--- config.mk ---
export PLATFORM = sky130hd
export DESIGN_NAME = http_chunked_body_decoder
export DESIGN_NICKNAME = d
export VERILOG_FILES = /design/src/rtl/core/hcbd_pkg.sv /design/src/rtl/core/hcbd_parser.sv /design/src/rtl/core/hcbd_in_stage.sv /design/src/rtl/core/hcbd_out_stage.sv /design/src/rtl/core/http_chunked_body_decoder.sv
export SDC_FILE = /design/constraint.sdc
export NUM_CORES = 1
export LEC_CHECK = 0
export BUFFER_PORTS_ARGS = -buffer_cell sky130_fd_sc_hd__buf_2
export CAP_MARGIN = 10
export CORE_MARGIN = 2
export CORE_UTILIZATION = 60
export CTS_BUF_LIST = sky130_fd_sc_hd__clkbuf_8
export DETAILED_ROUTE_END_ITERATION = 10
export GPL_TIMING_DRIVEN = 0
export HOLD_SLACK_MARGIN = 0.08
export PLACE_DENSITY = 0.79
export SLEW_MARGIN = 15
export SYNTH_ARGS = -nofsm -noshare
export SYNTH_HDL_FRONTEND = slang
export SYNTH_SLANG_ARGS = --single-unit
--- constraint.sdc ---
create_clock -name clk -period 2.9 [get_ports clk]
set_input_delay 0.145 -clock clk [delete_from_list [all_inputs] [get_ports clk]]
set_output_delay 0.145 -clock clk [all_outputs]
set_load 0.01 [all_outputs]
--- src/rtl/core/hcbd_pkg.sv ---
`timescale 1ns / 1ps
`default_nettype none

package hcbd_pkg;

	localparam int MAX_SIZE_DIGITS = 8;
	localparam int CNT_W           = $clog2(MAX_SIZE_DIGITS + 1);
	localparam int SIZE_W          = 32;

	localparam logic [7:0] CH_CR  = 8'h0D;
	localparam logic [7:0] CH_LF  = 8'h0A;
	localparam logic [7:0] CH_SP  = 8'h20;
	localparam logic [7:0] CH_TAB = 8'h09;

	typedef enum logic [3:0] {
		PH_LEAD,
		PH_DIGITS,
		PH_TAIL,
		PH_TAIL_CR,
		PH_DATA,
		PH_WANT_CR,
		PH_WANT_LF,
		PH_ENDED,
		PH_PASS
	} phase_t;

	typedef struct packed {
		logic [7:0] data;
		logic       valid;
		logic       ended;
		logic       fault;
	} result_t;

endpackage

`default_nettype wire

--- src/rtl/core/hcbd_parser.sv ---
`timescale 1ns / 1ps
`default_nettype none

module hcbd_parser (
	input  wire logic             clk,
	input  wire logic             arst_n,
	input  wire logic             step,
	input  wire logic             mode,
	input  wire logic [7:0]       byte_s1,
	output hcbd_pkg::result_t     res
);

	hcbd_pkg::phase_t                  phase_q, phase_d;
	logic [hcbd_pkg::SIZE_W-1:0]       left_q, left_d;
	logic [hcbd_pkg::CNT_W-1:0]        count_q, count_d;

	logic                              is_hex, is_blank;
	logic [3:0]                        nib;
	logic                              valid, ended, fault;
	logic [hcbd_pkg::SIZE_W+3:0]       acc_wide;
	logic [hcbd_pkg::SIZE_W-1:0]       acc_sat;

	// byte classification
	always_comb begin
		is_hex = 1'b1;
		nib    = 4'd0;
		if (byte_s1 >= 8'h30 && byte_s1 <= 8'h39) begin
			nib = 4'(byte_s1 - 8'h30);
		end else if (byte_s1 >= 8'h61 && byte_s1 <= 8'h66) begin
			nib = 4'(byte_s1 - 8'h57);
		end else if (byte_s1 >= 8'h41 && byte_s1 <= 8'h46) begin
			nib = 4'(byte_s1 - 8'h37);
		end else begin
			is_hex = 1'b0;
		end
		is_blank = (byte_s1 == hcbd_pkg::CH_SP) || (byte_s1 == hcbd_pkg::CH_TAB);
	end

	// size accumulate, saturating at all ones
	always_comb begin
		acc_wide = {left_q, nib};
		if (acc_wide[hcbd_pkg::SIZE_W+3:hcbd_pkg::SIZE_W] != 4'd0) begin
			acc_sat = '1;
		end else begin
			acc_sat = acc_wide[hcbd_pkg::SIZE_W-1:0];
		end
	end

	// outputs
	always_comb begin
		valid = 1'b0;
		ended = 1'b0;
		fault = 1'b0;
		if (!mode) begin
			valid = 1'b1;
		end else begin
			unique case (phase_q)
				hcbd_pkg::PH_LEAD: begin
					if (!is_blank && !is_hex) fault = 1'b1;
				end
				hcbd_pkg::PH_DIGITS: begin
					if (is_hex && count_q >= hcbd_pkg::CNT_W'(hcbd_pkg::MAX_SIZE_DIGITS))
						fault = 1'b1;
				end
				hcbd_pkg::PH_TAIL: ;
				hcbd_pkg::PH_TAIL_CR: begin
					if (byte_s1 == hcbd_pkg::CH_LF && left_q == '0) ended = 1'b1;
				end
				hcbd_pkg::PH_DATA: valid = 1'b1;
				hcbd_pkg::PH_WANT_CR: begin
					if (byte_s1 != hcbd_pkg::CH_CR) fault = 1'b1;
				end
				hcbd_pkg::PH_WANT_LF: begin
					if (byte_s1 != hcbd_pkg::CH_LF) fault = 1'b1;
				end
				hcbd_pkg::PH_ENDED: ended = 1'b1;
				hcbd_pkg::PH_PASS: valid = 1'b1;
				default: valid = 1'b1;
			endcase
			if (fault) valid = 1'b1;
		end
		res.data  = valid ? byte_s1 : 8'd0;
		res.valid = valid;
		res.ended = ended;
		res.fault = fault;
	end

	// next state
	always_comb begin
		phase_d = phase_q;
		left_d  = left_q;
		count_d = count_q;
		if (step && mode) begin
			unique case (phase_q)
				hcbd_pkg::PH_LEAD: begin
					if (is_hex) begin
						left_d  = hcbd_pkg::SIZE_W'(nib);
						count_d = hcbd_pkg::CNT_W'(1);
						phase_d = hcbd_pkg::PH_DIGITS;
					end
				end
				hcbd_pkg::PH_DIGITS: begin
					if (is_hex) begin
						left_d  = acc_sat;
						count_d = count_q + hcbd_pkg::CNT_W'(1);
					end else if (byte_s1 == hcbd_pkg::CH_CR) begin
						phase_d = hcbd_pkg::PH_TAIL_CR;
					end else begin
						phase_d = hcbd_pkg::PH_TAIL;
					end
				end
				hcbd_pkg::PH_TAIL: begin
					if (byte_s1 == hcbd_pkg::CH_CR) phase_d = hcbd_pkg::PH_TAIL_CR;
				end
				hcbd_pkg::PH_TAIL_CR: begin
					if (byte_s1 == hcbd_pkg::CH_LF) begin
						count_d = '0;
						phase_d = (left_q == '0) ? hcbd_pkg::PH_ENDED : hcbd_pkg::PH_DATA;
					end else if (byte_s1 != hcbd_pkg::CH_CR) begin
						phase_d = hcbd_pkg::PH_TAIL;
					end
				end
				hcbd_pkg::PH_DATA: begin
					left_d = left_q - hcbd_pkg::SIZE_W'(1);
					if (left_q == hcbd_pkg::SIZE_W'(1)) phase_d = hcbd_pkg::PH_WANT_CR;
				end
				hcbd_pkg::PH_WANT_CR: phase_d = hcbd_pkg::PH_WANT_LF;
				hcbd_pkg::PH_WANT_LF: phase_d = hcbd_pkg::PH_LEAD;
				hcbd_pkg::PH_ENDED: ;
				hcbd_pkg::PH_PASS: ;
				default: ;
			endcase
			if (fault) begin
				phase_d = hcbd_pkg::PH_PASS;
				left_d  = '0;
				count_d = '0;
			end
		end
	end

	always_ff @(posedge clk or negedge arst_n) begin
		if (!arst_n) begin
			phase_q <= hcbd_pkg::PH_LEAD;
			left_q  <= '0;
			count_q <= '0;
		end else begin
			phase_q <= phase_d;
			left_q  <= left_d;
			count_q <= count_d;
		end
	end

endmodule

`default_nettype wire

--- src/rtl/core/hcbd_in_stage.sv ---
`timescale 1ns / 1ps
`default_nettype none

module hcbd_in_stage (
	input  wire logic       clk,
	input  wire logic       arst_n,
	input  wire logic       in_valid,
	input  wire logic [7:0] body_byte,
	input  wire logic       adv_ready,
	output logic            in_stall,
	output logic            valid_s1,
	output logic [7:0]      byte_s1
);

	// holds while a word sits here and the result side cannot take it
	assign in_stall = valid_s1 && !adv_ready;

	always_ff @(posedge clk or negedge arst_n) begin
		if (!arst_n) begin
			valid_s1 <= 1'b0;
		end else if (!in_stall) begin
			valid_s1 <= in_valid;
		end
	end

	always_ff @(posedge clk) begin
		if (!in_stall && in_valid) begin
			byte_s1 <= body_byte;
		end
	end

endmodule

`default_nettype wire

--- src/rtl/core/hcbd_out_stage.sv ---
`timescale 1ns / 1ps
`default_nettype none

module hcbd_out_stage (
	input  wire logic              clk,
	input  wire logic              arst_n,
	input  wire logic              valid_s1,
	input  wire hcbd_pkg::result_t res,
	input  wire logic              out_stall,
	output logic                   adv_ready,
	output logic                   out_valid,
	output hcbd_pkg::result_t      res_q
);

	logic out_valid_q;

	assign adv_ready = !out_valid_q || !out_stall;
	assign out_valid = out_valid_q;

	always_ff @(posedge clk or negedge arst_n) begin
		if (!arst_n) begin
			out_valid_q <= 1'b0;
		end else if (adv_ready) begin
			out_valid_q <= valid_s1;
		end
	end

	always_ff @(posedge clk) begin
		if (adv_ready && valid_s1) begin
			res_q <= res;
		end
	end

endmodule

`default_nettype wire

--- src/rtl/core/http_chunked_body_decoder.sv ---
// Channel   Handshake                   Payload
// body in   in_valid / in_stall         body_byte[7:0]
// result    out_valid / out_stall       payload_byte[7:0], payload_valid,
//                                       stream_ended, framing_error
// config    cfg_we                      cfg_data (chunked_mode)
//
// One word in and one word out per clock when neither side stalls.
// Each word passes the input register, then the framing parser into the
// result register. The per-byte size accumulate / decrement sets the path.
// arst_n clears the parser to "awaiting first size line", chunked_mode to 1.
// out_stall reaches in_stall in the same cycle once both registers are full.
`timescale 1ns / 1ps
`default_nettype none

module http_chunked_body_decoder (
	input  wire logic       clk,
	input  wire logic       arst_n,
	input  wire logic       cfg_we,
	input  wire logic       cfg_data,
	input  wire logic       in_valid,
	output logic            in_stall,
	input  wire logic [7:0] body_byte,
	output logic            out_valid,
	input  wire logic       out_stall,
	output logic [7:0]      payload_byte,
	output logic            payload_valid,
	output logic            stream_ended,
	output logic            framing_error
);

	logic               chunked_mode_q;
	logic               valid_s1;
	logic [7:0]         byte_s1;
	logic               adv_ready;
	hcbd_pkg::result_t  res;
	hcbd_pkg::result_t  res_q;

	always_ff @(posedge clk or negedge arst_n) begin
		if (!arst_n) begin
			chunked_mode_q <= 1'b1;
		end else if (cfg_we) begin
			chunked_mode_q <= cfg_data;
		end
	end

	hcbd_in_stage u_in (
		.clk       (clk),
		.arst_n    (arst_n),
		.in_valid  (in_valid),
		.body_byte (body_byte),
		.adv_ready (adv_ready),
		.in_stall  (in_stall),
		.valid_s1  (valid_s1),
		.byte_s1   (byte_s1)
	);

	hcbd_parser u_parser (
		.clk     (clk),
		.arst_n  (arst_n),
		.step    (valid_s1 && adv_ready),
		.mode    (chunked_mode_q),
		.byte_s1 (byte_s1),
		.res     (res)
	);

	hcbd_out_stage u_out (
		.clk       (clk),
		.arst_n    (arst_n),
		.valid_s1  (valid_s1),
		.res       (res),
		.out_stall (out_stall),
		.adv_ready (adv_ready),
		.out_valid (out_valid),
		.res_q     (res_q)
	);

	assign payload_byte  = res_q.data;
	assign payload_valid = res_q.valid;
	assign stream_ended  = res_q.ended;
	assign framing_error = res_q.fault;

endmodule

`default_nettype wire

==> impl_metrics.yaml <==
status:
  outcome: "finished, final reports clean"
clock_network:
  numCtsBuffers: 9
  cts_tree: "done"
  clk_path_buf_depth: 2
  clkTransAtPathRegs_ns: 0.08
  clock-sinks: 62
  clock_latency_ns: 0.35
  cts_max_level: 3
  root_buffer: "clkbuf_8"
routing:
  drc: 0
  antenna_left: 0
  wl_per_cell_microns: 19.3
  dr.pass1.iters: 6
  vias_per_cell: 6.65
  vias: 3725
  drtIter0Drc: 500
  wl_microns: 10800
floorplanning:
  rows: 28
  start_util_pct: 62.9
  die_y_microns: 83.5
  core_area_sq_mm: 0.00603
  io_pins: 27
  die_area_sq_mm: 0.00697
  die_w_microns: 83.5
global_routing:
  antenna_found_initial: 0
  first_global_vias: 3486
  grt_max_degree: 44
  gr-total-overflow: 0
  grt_pass1_wl_microns: 17300
  grt_usage_pct: 30.8
critical_path:
  cpMostUsedCell: "inv_1"
  r2r_end: "u_parser.left_q[31]"
  cp_top_family: "compound AO/OA/AOI/OAI gates"
  r2r_cells: 10
  cp-end-kind: "flop"
  path_buf_inv: 4
  critPathMaxFanout: 10
  worst-setup-path-type: "flop to flop"
  rrSetupSlack_ns: 0.12
  arrival_ns: 3.00
  max_stage_delay_ns: 0.45
  slowest_stage: "o311a_4"
  path_depth: 10
  crit_required_ns: 3.12
  crit_chain: "inv_1, ha_1, inv_1, o311a_1, o311a_4, o21ai_2, buf_6, buf_4, nor2_1, a221o_1"
  reg2reg_from: "u_in.byte_s1[0]"
  start_kind: "flop"
timing:
  finalSetupViolations: 0
  max_freq_mhz: 360
  skew_ns: 0.0136
  final-hold-violation-count: 0
  fin_crit_sh_pct: 95.8
  slew_headroom_pct: 35.5
  tns_ns: 0
  worst_pin_slew_ns: 0.968
  slew_viol_final: 0
  fin_crit_ns: 2.78
placed_design:
  dp_hpwl_microns: 7010
  portBuffers: 26
  globalplace.congestion: 0.916
logic_synthesis:
  yosysTopAreaCellShare_pct: 27.7
  ys_top_cells_by_count: "dfrtp_1, nor2_1, o21ai_0, nand2_1, a22o_1"
  synth-edff-count: 19
  synth_warnings: 0
  syn_nets: 445
  ys_ff_latch: 62
  ys_types: 59
  postSynth.asyncResetShare_pct: 69.4
  yosysTopAreaCell: "dfrtp_1"
  synth_most_common_cell: "dfrtp_1"
  yosys-top-cells-area: "dfrtp_1, edfxtp_1, o21ai_0"
  yosysSeqAreaShare_pct: 43.5
  syn_area_sq_mm: 0.00379
  ys.flop_type: "dfrtp_1"
  syn-mean-instance-area_sq_um: 8.97
  syn-instance-count: 423
cells_and_area:
  diodes: 0
  nNetsFinal: 502
  drive_gt1_share_pct: 15.9
  area_delta_synth_final_pct: 16.9
run:
  maxCapViolations: 0
power:
  p_clk_share_pct: 31.4
  switching_share_pct: 32.0
  powerDensity_mw_per_mm2: 508
  internal_power_uw: 1530
  vdd_ir_drop_max_mv: 0.382
  power.leakage_uw: 0.00183
  finalPower_uw: 2250
  pwr-share-seq_pct: 49.4
  pwr-share-comb_pct: 19.2
  p_switching_uw: 721
hold_path:
  hp-class: "primary input to async pin"
==> repair_timing <==
item,4_1_cts,5_1_grt
setup endpoints to repair,37,49
pin swaps,1,2
endpoints found under the hold margin,53,0
setup buffers,2,6
gates resized for setup,1,10
hold buffers,13,0
==> routing by layer <==
metal | track usage (%) | up-vias | routed length (microns)
met3 | 5.93 | 34 | 974
met4 | 12.5 | 0 | 241
met1 | 43.7 | 1756 | 4580
met2 | 46.6 | 243 | 5010
met5 | 0 | - | 0
li1 | - | 1692 | -
==> state kept, by name, indices dropped and copies added (netlist names) <==
register and flops:
u_out.out_valid 1, u_out.res_q 11, u_in.valid_s1 1, u_parser.left_q 32, u_in.byte_s1 8, u_parser.phase_q 4
chunked_mode_q 1, u_parser.count_q 4
==> through the flow <==
stage	cell area [sq um]	hold slack, ns	setup slack (ns)	cells	utilization, %
floorplan	3790	-0.151	0.339	423	-
global placement	4020	0.305	-0.0879	524	66.7
detailed placement	4020	0.315	-0.167	524	66.7
CTS	4340	0.494	0.00662	554	72.0
global route	4430	0.509	-0.0124	560	73.5
finish	4430	0.484	0.122	560	73.5
==> how the worst max path moves through the flow <==
stage                          from  slack, ns                  end
finish              u_in.byte_s1[0]       0.12  u_parser.left_q[31]
global route        u_in.byte_s1[1]      -0.01   u_parser.left_q[0]
CTS                 u_in.byte_s1[0]      0.007  u_parser.left_q[26]
detailed placement  u_in.byte_s1[1]      -0.17  u_parser.left_q[26]
global placement    u_in.byte_s1[1]      -0.09  u_parser.left_q[26]
floorplan           u_in.byte_s1[1]       0.34  u_parser.left_q[19]
==> cells by family (layout without fill, tap and decap cells) <==
logic type	after synthesis	count (layout)	synth area share, %
multiplexers	2	2	0.594
AND/OR/NAND/NOR	163	163	21.9
flip-flops	62	62	43.5
XOR/XNOR	3	3	0.693
AO/OA/AOI/OAI	138	138	25.5
adder cells (fa/ha/maj)	8	8	2.64
buffers and inverters	47	109	5.21
==> power groups by stage <==
stage,registers (uW),clock network [uW],logic (uW)
final,1110,707,432
after global routing,1120,731,483
after CTS,1110,704,411
after detailed placement,1120,0,394
after global placement,1120,0,383
after floorplan,1100,0,294
==> final cells by class <==
| cell class | instances | area, sq um |
|---|---|---|
| Fill cell | 469 | 1590 |
| Multi-Input combinational cell | 314 | 1990 |
| Tap cell | 75 | 93.8 |
| Clock inverter | 5 | 27.5 |
| Clock buffer | 11 | 151 |
| Buffer | 26 | 125 |
| Timing Repair Buffer | 47 | 320 |
| Sequential cell | 62 | 1650 |
| Inverter | 20 | 76.3 |
==> placed cells by master, fill, tap and decap left out, types with 5 or more instances in the layout <==
cell,count
a21oi_1,16
buf_4,11
nor2b_1,8
inv_1,21
buf_2,30
edfxtp_1,19
nand3_1,12
o32ai_1,5
a22o_1,20
o22ai_1,14
nand2b_1,7
nand2_1,40
nor3_1,16
clkbuf_1,17
clkbuf_8,11
or4_1,5
o32a_1,6
dlygate4sd3_1,13
nor2_1,41
o21ai_0,41
dfrtp_1,42
ha_1,7
or3_1,6
Note: power is estimated with default switching activity, not from simulation.
